[src/hdl/pwd_pkg.sv]
package pwd_pkg;

    localparam int MAX_SEGMENTS = 64;
    localparam int SEG_W        = $clog2(MAX_SEGMENTS + 1);
    localparam int COORD_W      = 32;
    localparam int SPACING_W    = 31;
    localparam int MAG_W        = COORD_W + 1;
    localparam int ROOT_W       = 34;
    localparam int RAD_W        = 2 * ROOT_W;
    localparam int REM_W        = ROOT_W + 3;
    localparam int ACC_W        = SPACING_W + SEG_W;
    localparam int AXES         = 3;

    typedef struct packed {
        logic       load;
        logic       sq_step;
        logic [1:0] sq_sel;
        logic       root_step;
        logic       seg_init;
        logic       seg_step;
        logic       set_clamp;
        logic       div_init;
        logic       div_step;
        logic       emit_mid;
        logic       emit_last;
    } pwd_cmd_t;

    typedef struct packed {
        logic             no_subdiv;
        logic             root_gt;
        logic             seg_hit;
        logic             seg_max;
        logic [SEG_W-1:0] seg;
        logic             out_free;
    } pwd_status_t;

endpackage

[src/hdl/pwd_ctrl.sv]
module pwd_ctrl (
    input  logic                 aclk,
    input  logic                 aresetn,
    input  logic                 s_tvalid,
    input  logic                 s_tuser_first,
    output logic                 s_tready,
    output pwd_pkg::pwd_cmd_t    cmd,
    input  pwd_pkg::pwd_status_t status
);
    import pwd_pkg::*;

    typedef enum logic [2:0] {
        ST_IDLE, ST_SQ, ST_ROOT, ST_CMP, ST_SEG, ST_DIV, ST_MID, ST_LAST
    } state_t;

    localparam logic [5:0] SQ_END   = 6'(AXES - 1);
    localparam logic [5:0] ROOT_END = 6'(ROOT_W - 1);
    localparam logic [5:0] DIV_END  = 6'(MAG_W - 1);

    state_t     state_reg, state_next;
    logic [5:0] cnt_reg, cnt_next;
    logic [SEG_W-1:0] seg_m1;

    assign s_tready = (state_reg == ST_IDLE);
    assign seg_m1   = status.seg - SEG_W'(1);

    always_comb begin
        state_next = state_reg;
        cnt_next   = cnt_reg;
        cmd        = '0;
        case (state_reg)
            ST_IDLE: begin
                if (s_tvalid) begin
                    cmd.load = 1'b1;
                    cnt_next = '0;
                    // first point or spacing zero: corner alone
                    if (s_tuser_first || status.no_subdiv) state_next = ST_LAST;
                    else state_next = ST_SQ;
                end
            end
            ST_SQ: begin
                cmd.sq_step = 1'b1;
                cmd.sq_sel  = cnt_reg[1:0];
                cnt_next    = cnt_reg + 6'd1;
                if (cnt_reg == SQ_END) begin
                    cnt_next   = '0;
                    state_next = ST_ROOT;
                end
            end
            ST_ROOT: begin
                cmd.root_step = 1'b1;
                cnt_next      = cnt_reg + 6'd1;
                if (cnt_reg == ROOT_END) state_next = ST_CMP;
            end
            ST_CMP: begin
                if (status.root_gt) begin
                    cmd.seg_init = 1'b1;
                    state_next   = ST_SEG;
                end else begin
                    state_next = ST_LAST;
                end
            end
            ST_SEG: begin
                cnt_next = '0;
                if (status.seg_hit) begin
                    cmd.div_init = 1'b1;
                    state_next   = ST_DIV;
                end else if (status.seg_max) begin
                    cmd.set_clamp = 1'b1;
                    cmd.div_init  = 1'b1;
                    state_next    = ST_DIV;
                end else begin
                    cmd.seg_step = 1'b1;
                end
            end
            ST_DIV: begin
                cmd.div_step = 1'b1;
                cnt_next     = cnt_reg + 6'd1;
                if (cnt_reg == DIV_END) begin
                    cnt_next   = 6'd1;
                    state_next = ST_MID;
                end
            end
            ST_MID: begin
                if (status.out_free) begin
                    cmd.emit_mid = 1'b1;
                    cnt_next     = cnt_reg + 6'd1;
                    if (cnt_reg == seg_m1[5:0]) state_next = ST_LAST;
                end
            end
            ST_LAST: begin
                if (status.out_free) begin
                    cmd.emit_last = 1'b1;
                    state_next    = ST_IDLE;
                end
            end
            default: state_next = ST_IDLE;
        endcase
    end

    always_ff @(posedge aclk) begin
        if (!aresetn) begin
            state_reg <= ST_IDLE;
            cnt_reg   <= '0;
        end else begin
            state_reg <= state_next;
            cnt_reg   <= cnt_next;
        end
    end

endmodule

[src/hdl/pwd_datapath.sv]
module pwd_datapath (
    input  logic                          aclk,
    input  logic                          aresetn,
    input  logic                          cfg_valid,
    input  logic [pwd_pkg::SPACING_W-1:0] cfg_data,
    input  logic [95:0]                   s_tdata,
    input  pwd_pkg::pwd_cmd_t             cmd,
    output pwd_pkg::pwd_status_t          status,
    output logic                          m_tvalid,
    input  logic                          m_tready,
    output logic [95:0]                   m_tdata,
    output logic                          m_tlast,
    output logic [0:0]                    m_tuser
);
    import pwd_pkg::*;

    logic [SPACING_W-1:0]              spacing_reg;
    logic [AXES-1:0][COORD_W-1:0]      prev_reg, cur_reg;
    logic [AXES-1:0][MAG_W-1:0]        mag_reg;   // |delta|, then quotient
    logic [AXES-1:0]                   neg_reg;
    logic [AXES-1:0][SEG_W-1:0]        rm_reg;    // |delta| mod segs
    logic [AXES-1:0][MAG_W-1:0]        q_reg;
    logic [AXES-1:0][SEG_W-1:0]        r_reg;
    logic [RAD_W-1:0]                  rad_reg;
    logic [REM_W-1:0]                  rem_reg;
    logic [ROOT_W-1:0]                 root_reg;
    logic [ACC_W-1:0]                  acc_reg;
    logic [SEG_W-1:0]                  seg_reg;
    logic                              clamp_reg;
    logic                              m_tvalid_reg;
    logic [95:0]                       m_tdata_reg;
    logic                              m_tlast_reg;
    logic                              m_tuser_reg;

    logic [MAG_W-1:0]     sq_op;
    logic [2*MAG_W-1:0]   sq_prod;
    logic [REM_W-1:0]     rem_sh, trial;
    logic                 out_free;

    logic [AXES-1:0][MAG_W-1:0]   dlt;
    logic [AXES-1:0][SEG_W-1:0]   dr_sh;
    logic [AXES-1:0]              dq_bit;
    logic [AXES-1:0][SEG_W:0]     rsum;
    logic [AXES-1:0]              rcarry;
    logic [AXES-1:0][MAG_W-1:0]   q_nx;
    logic [AXES-1:0][SEG_W-1:0]   r_nx;
    logic [AXES-1:0][COORD_W-1:0] mid_pt;

    always_comb begin
        for (int a = 0; a < AXES; a++) begin
            dlt[a]    = {s_tdata[a*COORD_W+COORD_W-1], s_tdata[a*COORD_W +: COORD_W]}
                      - {prev_reg[a][COORD_W-1], prev_reg[a]};
            dr_sh[a]  = {rm_reg[a][SEG_W-2:0], mag_reg[a][MAG_W-1]};
            dq_bit[a] = (dr_sh[a] >= seg_reg);
            rsum[a]   = {1'b0, r_reg[a]} + {1'b0, rm_reg[a]};
            rcarry[a] = (rsum[a] >= {1'b0, seg_reg});
            q_nx[a]   = q_reg[a] + mag_reg[a] + MAG_W'(rcarry[a]);
            r_nx[a]   = rcarry[a] ? SEG_W'(rsum[a] - {1'b0, seg_reg}) : rsum[a][SEG_W-1:0];
            mid_pt[a] = neg_reg[a] ? prev_reg[a] - q_nx[a][COORD_W-1:0]
                                   : prev_reg[a] + q_nx[a][COORD_W-1:0];
        end
    end

    assign sq_op   = mag_reg[cmd.sq_sel];
    assign sq_prod = sq_op * sq_op;
    assign rem_sh  = {rem_reg[REM_W-3:0], rad_reg[RAD_W-1 -: 2]};
    assign trial   = {1'b0, root_reg, 2'b01};
    assign out_free = !m_tvalid_reg || m_tready;

    assign status.no_subdiv = (spacing_reg == '0);
    assign status.root_gt   = (root_reg > ROOT_W'(spacing_reg));
    assign status.seg_hit   = (acc_reg >= ACC_W'(root_reg));
    assign status.seg_max   = (seg_reg == SEG_W'(MAX_SEGMENTS));
    assign status.seg       = seg_reg;
    assign status.out_free  = out_free;

    always_ff @(posedge aclk) begin
        if (!aresetn) begin
            spacing_reg  <= '0;
            prev_reg     <= '0;
            m_tvalid_reg <= 1'b0;
        end else begin
            if (cfg_valid) spacing_reg <= cfg_data;
            if (cmd.emit_last) prev_reg <= cur_reg;
            if (cmd.emit_mid || cmd.emit_last) m_tvalid_reg <= 1'b1;
            else if (m_tready) m_tvalid_reg <= 1'b0;
        end
    end

    always_ff @(posedge aclk) begin
        if (cmd.load) begin
            for (int a = 0; a < AXES; a++) begin
                cur_reg[a] <= s_tdata[a*COORD_W +: COORD_W];
                neg_reg[a] <= dlt[a][MAG_W-1];
                mag_reg[a] <= dlt[a][MAG_W-1] ? -dlt[a] : dlt[a];
            end
            rad_reg   <= '0;
            rem_reg   <= '0;
            root_reg  <= '0;
            clamp_reg <= 1'b0;
        end
        if (cmd.sq_step) rad_reg <= rad_reg + RAD_W'(sq_prod);
        if (cmd.root_step) begin
            rad_reg <= {rad_reg[RAD_W-3:0], 2'b00};
            if (rem_sh >= trial) begin
                rem_reg  <= rem_sh - trial;
                root_reg <= {root_reg[ROOT_W-2:0], 1'b1};
            end else begin
                rem_reg  <= rem_sh;
                root_reg <= {root_reg[ROOT_W-2:0], 1'b0};
            end
        end
        if (cmd.seg_init) begin
            acc_reg <= ACC_W'(spacing_reg);
            seg_reg <= SEG_W'(1);
        end
        if (cmd.seg_step) begin
            acc_reg <= acc_reg + ACC_W'(spacing_reg);
            seg_reg <= seg_reg + SEG_W'(1);
        end
        if (cmd.set_clamp) clamp_reg <= 1'b1;
        // r_reg starts interpolation at zero
        if (cmd.div_init) begin
            r_reg  <= '0;
            q_reg  <= '0;
            rm_reg <= '0;
        end
        // restoring division of |delta| by segs; quotient shifts into mag_reg
        if (cmd.div_step) begin
            for (int a = 0; a < AXES; a++) begin
                mag_reg[a] <= {mag_reg[a][MAG_W-2:0], dq_bit[a]};
                rm_reg[a]  <= dq_bit[a] ? dr_sh[a] - seg_reg : dr_sh[a];
            end
        end
        if (cmd.emit_mid) begin
            for (int a = 0; a < AXES; a++) begin
                q_reg[a] <= q_nx[a];
                r_reg[a] <= r_nx[a];
            end
            m_tdata_reg <= {mid_pt[2], mid_pt[1], mid_pt[0]};
            m_tlast_reg <= 1'b0;
            m_tuser_reg <= clamp_reg;
        end
        if (cmd.emit_last) begin
            m_tdata_reg <= {cur_reg[2], cur_reg[1], cur_reg[0]};
            m_tlast_reg <= 1'b1;
            m_tuser_reg <= clamp_reg;
        end
    end

    assign m_tvalid   = m_tvalid_reg;
    assign m_tdata    = m_tdata_reg;
    assign m_tlast    = m_tlast_reg;
    assign m_tuser[0] = m_tuser_reg;

endmodule

[src/hdl/path_waypoint_densifier.sv]
// Channel | Beat payload                                  | Handshake
// s_      | tdata x,y,z (32b signed Q.8), tuser first      | s_tvalid/s_tready
// m_      | tdata x,y,z (32b signed Q.8), tlast, tuser clamp| m_tvalid/m_tready
// cfg_    | data spacing (31b unsigned)                    | cfg_valid/cfg_ready
//
// One corner at a time. A first point or spacing zero: load, then its beat.
// Otherwise: 1 load + 3 squares (one shared 33x33 multiplier) + 34 square-root
// steps + 1 compare, then a linear segment search of up to 64 segments, 33
// divider steps, and one waypoint beat per cycle while m_ is not stalled.
// Reset (aresetn low, synchronous) clears prev corner, spacing and valids.
// A stalled m_ side holds the output register; s_tready is low while busy.
module path_waypoint_densifier (
    input  logic        aclk,
    input  logic        aresetn,
    input  logic        s_tvalid,
    output logic        s_tready,
    input  logic [95:0] s_tdata,   // point_x, point_y, point_z
    input  logic [0:0]  s_tuser,   // first_point
    output logic        m_tvalid,
    input  logic        m_tready,
    output logic [95:0] m_tdata,   // out_x, out_y, out_z
    output logic        m_tlast,   // last_of_run
    output logic [0:0]  m_tuser,   // clamped
    input  logic        cfg_valid,
    output logic        cfg_ready,
    input  logic [30:0] cfg_data   // spacing
);
    import pwd_pkg::*;

    pwd_cmd_t    cmd;
    pwd_status_t status;

    assign cfg_ready = 1'b1;

    pwd_ctrl u_ctrl (
        .aclk          (aclk),
        .aresetn       (aresetn),
        .s_tvalid      (s_tvalid),
        .s_tuser_first (s_tuser[0]),
        .s_tready      (s_tready),
        .cmd           (cmd),
        .status        (status)
    );

    pwd_datapath u_dp (
        .aclk      (aclk),
        .aresetn   (aresetn),
        .cfg_valid (cfg_valid),
        .cfg_data  (cfg_data),
        .s_tdata   (s_tdata),
        .cmd       (cmd),
        .status    (status),
        .m_tvalid  (m_tvalid),
        .m_tready  (m_tready),
        .m_tdata   (m_tdata),
        .m_tlast   (m_tlast),
        .m_tuser   (m_tuser)
    );

endmodule

[config.mk]
export PLATFORM = sky130hd
export DESIGN_NAME = path_waypoint_densifier
export DESIGN_NICKNAME = d
export VERILOG_FILES = /design/src/hdl/pwd_pkg.sv /design/src/hdl/pwd_ctrl.sv /design/src/hdl/pwd_datapath.sv /design/src/hdl/path_waypoint_densifier.sv
export SDC_FILE = /design/constraint.sdc
export NUM_CORES = 2
export LEC_CHECK = 0
export ABC_AREA = 1
export BUFFER_PORTS_ARGS = -buffer_cell sky130_fd_sc_hd__buf_2
export CAP_MARGIN = 40
export CORE_UTILIZATION = 55
export CTS_BUF_LIST = sky130_fd_sc_hd__clkbuf_16
export CTS_CLUSTER_DIAMETER = 30
export DETAILED_ROUTE_END_ITERATION = 8
export GPL_TIMING_DRIVEN = 0
export PLACE_DENSITY_LB_ADDON = 0.05
export SYNTH_ARGS = -nofsm -noshare
export SYNTH_HDL_FRONTEND = slang
export SYNTH_HIERARCHICAL = 1
export SYNTH_SLANG_ARGS = --single-unit
[constraint.sdc]
create_clock -name aclk -period 26.7 [get_ports aclk]
set_clock_uncertainty 0.1 [all_clocks]
set_input_delay 4.005 -clock aclk [delete_from_list [all_inputs] [get_ports aclk]]
set_output_delay 4.005 -clock aclk [all_outputs]
set_load 0.01 [all_outputs]
== Word-level counts from Yosys, hierarchy flattened ==
Cells that the tools add are included.

* Divide/modulo/power cells: 0
* Reductions and logical operators: 18
* Muxes and demuxes: 72
* Shift-type cells: 0
* Multiply operators: 1
* Add/subtract/negate cells: 33
* Order comparisons: 10
* Eq/ne operators: 20
* Bitwise operators: 0

{| class="wikitable"
|+ Operators by type and width
! operator !! count
|-
| $mux 99 || 4
|-
| $mux 68 || 3
|-
| $mux 96 || 2
|-
| $mux 33 || 4
|-
| $mux 35 || 3
|-
| $add 33x1->33 || 3
|-
| $add 33x33->33 || 3
|-
| $neg 33->33 || 3
|-
| $sub 32x32->33 || 3
|-
| $add 32x32->32 || 3
|-
| $mux 32 || 3
|-
| $sub 32x32->32 || 3
|-
| $mux 38 || 2
|-
| $add 68x66->68 || 1
|-
| $mux 34 || 2
|-
| $bmux 33 s2 || 1
|-
| $mul 33x33->66 || 1
|-
| $mux 21 || 3
|-
| $mux 7 || 8
|-
| $sub 7x7->7 || 6
|-
| $add 38x31->38 || 1
|-
| $ge 38x34->1 || 1
|-
| $ge 37x36->1 || 1
|-
| $mux 3 || 12
|-
| other kinds (33) || 78
|}

* Bits of input ports: 133
* Bits in writable memories: 0
* Latch bits: 0
* Output and inout bits: 101
* Register bits after elaboration: 757
* Word-level logic and storage cells: 187
* Memories kept: 0
* ROM bits: 0

== Depth between registers and ports, before layout ==
* Word-level depth: 8
* Depth in mapped cells: 52
* Mapped depth without buffers: 52

== By module ==
Netlist, hierarchy kept.

{| class="wikitable"
|+ By module, submodules not included
! module !! sequential area each (um^2) !! times used !! area an instance (um^2) !! cells an instance
|-
| pwd_datapath || 21,050.2 || 1 || 95,385.2 || 13,085
|-
| pwd_ctrl || 180.2 || 1 || 988.4 || 173
|-
| path_waypoint_densifier || 0.0 || 1 || 11.3 || 2
|}

== Least setup slack after synthesis ==
OpenSTA, ideal clock, no wires.

* Kind: input port to flip-flop
* Start point: in s_tvalid
* End point: reg u_dp.mag_reg, in the netlist u_dp/dr_sh[0], enable pin
* Data arrival time: 14.135 ns
* Buffers on the path: 0
* Data required time: 26.139 ns
* Path slack: 12.004 ns
* Stages on the path: 4
* Library setup time: 0.461 ns
* Cells stage by stage: inv_1 nor3_1 inv_1 nand2_1

{| class="wikitable"
|+ RTL lines
! element !! RTL line !! RTL
|-
| start: declaration || path_waypoint_densifier.sv:15 || <nowiki>input logic s_tvalid,</nowiki>
|-
| end signal: indexed assignment || pwd_datapath.sv:95 || <nowiki>mag_reg[a] <= dlt[a][MAG_W-1] ? -dlt[a] : dlt[a];</nowiki>
|-
| end signal: indexed assignment || pwd_datapath.sv:131 || <nowiki>mag_reg[a] <= {mag_reg[a][MAG_W-2:0], dq_bit[a]};</nowiki>
|-
| end: declaration || pwd_datapath.sv:19 || <nowiki>logic [AXES-1:0][MAG_W-1:0] mag_reg;</nowiki>
|}

==> results.json <==
{
  "initial_core_util_pct": 55.4,
  "cpPeakStageDelay_ns": 0.69,
  "ys_seq_area_share_pct": 22.0,
  "worstReg2RegEnd": "u_dp/rad_reg[52]",
  "synth.ff_latch_count": 754,
  "grt_max_degree": 66,
  "htreeDepth": 4,
  "numCtsBuffers": 204,
  "cp-end-kind": "flip-flop",
  "synth_area_um2": 96400,
  "rrSetupSlack_ns": 13.79,
  "crit_buf_inv": 14,
  "gp_congestion": 1.08,
  "hold_buffers": 0,
  "yosysWarnings": 6,
  "synthTopCellsByArea": "fa_1, edfxtp_1, nand2_1",
  "yosysTopAreaCell": "fa_1",
  "fmax_mhz": 77.4,
  "io_pins": 234,
  "synthFlopType": "edfxtp_1",
  "routedWlPerCell_um": 21.3,
  "overflow": 0,
  "min_period_over_period_pct": 48.4,
  "worst_ep_arrival_time_ns": 13.35,
  "crit_fanout": 10,
  "drt_iter0_markers": 8173,
  "syn_inst": 13300,
  "setup_viol": 0,
  "hold_class": "reg2reg",
  "fp-row-count": 153,
  "whs_endpoint": "u_dp/m_tlast",
  "wirelength_um": 349000,
  "reg2regPathDepth": 41,
  "final_common_cell": "nand2_1",
  "fp.coreArea_um2": 174000,
  "period_needed_ns": 12.91,
  "root_buffer": "clkbuf_16",
  "port_buffers": 232,
  "worstReg2RegStart": "u_ctrl/state_reg[2]",
  "insertion_delay_ns": 0.90,
  "nFillCells": 15600,
  "final_net_count": 15700,
  "drv_slew": 0,
  "clock_sinks": 754,
  "area_growth_pct": 13.4,
  "slew_headroom_pct": 18.4,
  "hold_violations": 0,
  "crit_family": "adder cells",
  "critPathRequiredTime_ns": 27.13,
  "postCtsSetupBuffers": 0,
  "layout_common_cells": "nand2_1, inv_1, nor2_1",
  "drc_errors": 0,
  "synth_edf_count": 613,
  "fin_area_um2": 109000,
  "ff_latch_area_um2": 21200,
  "grt_usage_pct": 39.3,
  "final_layout_size_suffix_gt1_share_pct": 6.33,
  "worstHoldPathCells": 2,
  "cts_resized": 0,
  "synth_cell_types": 65,
  "viasPerCell": 5.51,
  "antenna_found_initial": 10,
  "die-area_um2": 177000,
  "placed_cell_area_um2": 102000,
  "status": "finished, final reports clean",
  "ant_nets": 0,
  "num_vias": 90100,
  "multi_input_area_um2": 62800,
  "syn-num-nets": 15100,
  "netlist.area_leader.share_pct": 19.6,
  "grt_pass1_vias": 89700,
  "final_core_util_pct": 62.8,
  "path_clk_slew_ns": 0.04,
  "drtPass1Iterations": 6,
  "setup_tns_ns": 0,
  "grt_pass1_wl_um": 521000,
  "clock_path_buffers": 3,
  "critPathKind": "reg2reg",
  "async_reset_ff_share_pct": 0,
  "fp.dieW_um": 421,
  "worst_slew_pin_slew_ns": 1.22,
  "cts_tree": "built",
  "syn_avg_cell_area_um2": 7.27,
  "hold_path_startpoint": "u_dp/m_tlast",
  "die_h_um": 421,
  "dp_hpwl_um": 292000,
  "cap_violations": 0,
  "crit_path_start_kind": "flip-flop",
  "rsz0062_at_grt": "false",
  "slowest_stage": "clkbuf_1"
}
-- synth_stat cells, types with 9 or more instances --
master	number
o21bai_1	44
inv_2	16
buf_4	9
o21ai_1	28
nor3_1	100
fa_1	946
clkinv_1	9
nand2_1	3618
and2_1	22
dfxtp_1	141
a21oi_1	765
a21o_1	39
nor2_1	963
buf_2	20
inv_1	3010
a32oi_1	15
edfxtp_1	613
or2_2	51
xnor2_1	99
a31oi_1	43
ha_1	750
nor2_2	25
nand2_2	26
nand3_1	514
o21a_1	34
nand3b_1	33
nand4_1	140
a211oi_1	26
o22ai_1	16
nor4_1	33
clkbuf_1	225
xor2_1	206
o21ai_0	557
and3_1	9
buf_1	13
o211ai_1	14
-- metrics by stage --
step	cells	hold WS, ns	setup slack (ns)
3_3_place_gp	15800	0.325	2.26
5_1_grt	16300	0.376	13.69
2_1_floorplan	13300	0.309	12.00
3_5_place_dp	15900	0.339	14.19
4_1_cts	16300	0.358	14.09
6_report	16300	0.353	13.79
-- worst register-to-register path, delay by kind of cell (launching register included) --
family                     cells  cell delay (ns)
AOI/OAI and AO/OA              7             2.32
adders and majority gates      9             4.64
buffers and inverters         14             2.81
DFF                            1             0.29
and+or+nand+nor               11             2.41
-- metal layers --
metal | wire (um) | track usage [%] | up-vias
li1 | - | - | 42300
met1 | 136000 | 48.6 | 42600
met2 | 155000 | 62.2 | 4004
met3 | 31700 | 8.70 | 1143
met4 | 26200 | 24.9 | 12
met5 | 79 | 0 | -
-- area by class of cell --
cell class	count	area share [%]
Multi-Input combinational cell	9203	57.4
Timing Repair Buffer	366	2.64
Sequential cell	754	19.4
Antenna cell	2	0.00458
Inverter	3035	10.4
Tap cell	2325	2.66
Buffer	268	0.976
Clock inverter	182	1.80
Clock buffer	205	4.69
-- how the worst max path moves through the flow --
| stage | startpoint | to | slack, ns | depth (start not counted) |
|---|---|---|---|---|
| CTS | u_ctrl/state_reg[2] | u_dp/rad_reg[52] | 14.09 | 41 |
| finish | u_ctrl/state_reg[2] | u_dp/rad_reg[52] | 13.79 | 41 |
| global placement | s_tvalid | u_dp/mag_reg[88] | 2.26 | 5 |
| global route | u_ctrl/state_reg[2] | u_dp/rad_reg[52] | 13.69 | 41 |
| floorplan | s_tvalid | u_dp/dr_sh[0] | 12.00 | 4 |
| detailed placement | u_ctrl/state_reg[2] | u_dp/rad_reg[52] | 14.19 | 41 |
-- logic make-up (layout without fill, tap and decap cells) --
| family | after synthesis | in the layout | synth area share [%] |
|---|---|---|---|
| flops | 754 | 754 | 22.0 |
| compound gates | 1624 | 1624 | 9.13 |
| fa+ha+maj | 1696 | 1696 | 29.4 |
| simple gates | 5568 | 5568 | 23.6 |
| buf+inv | 3303 | 4056 | 12.9 |
| other cells | 1 | 3 | 0.00389 |
| xor+xnor | 314 | 314 | 2.92 |
Power is not shown: default switching activity piles up to over one toggle a cycle in this logic, so the estimate is an artifact.
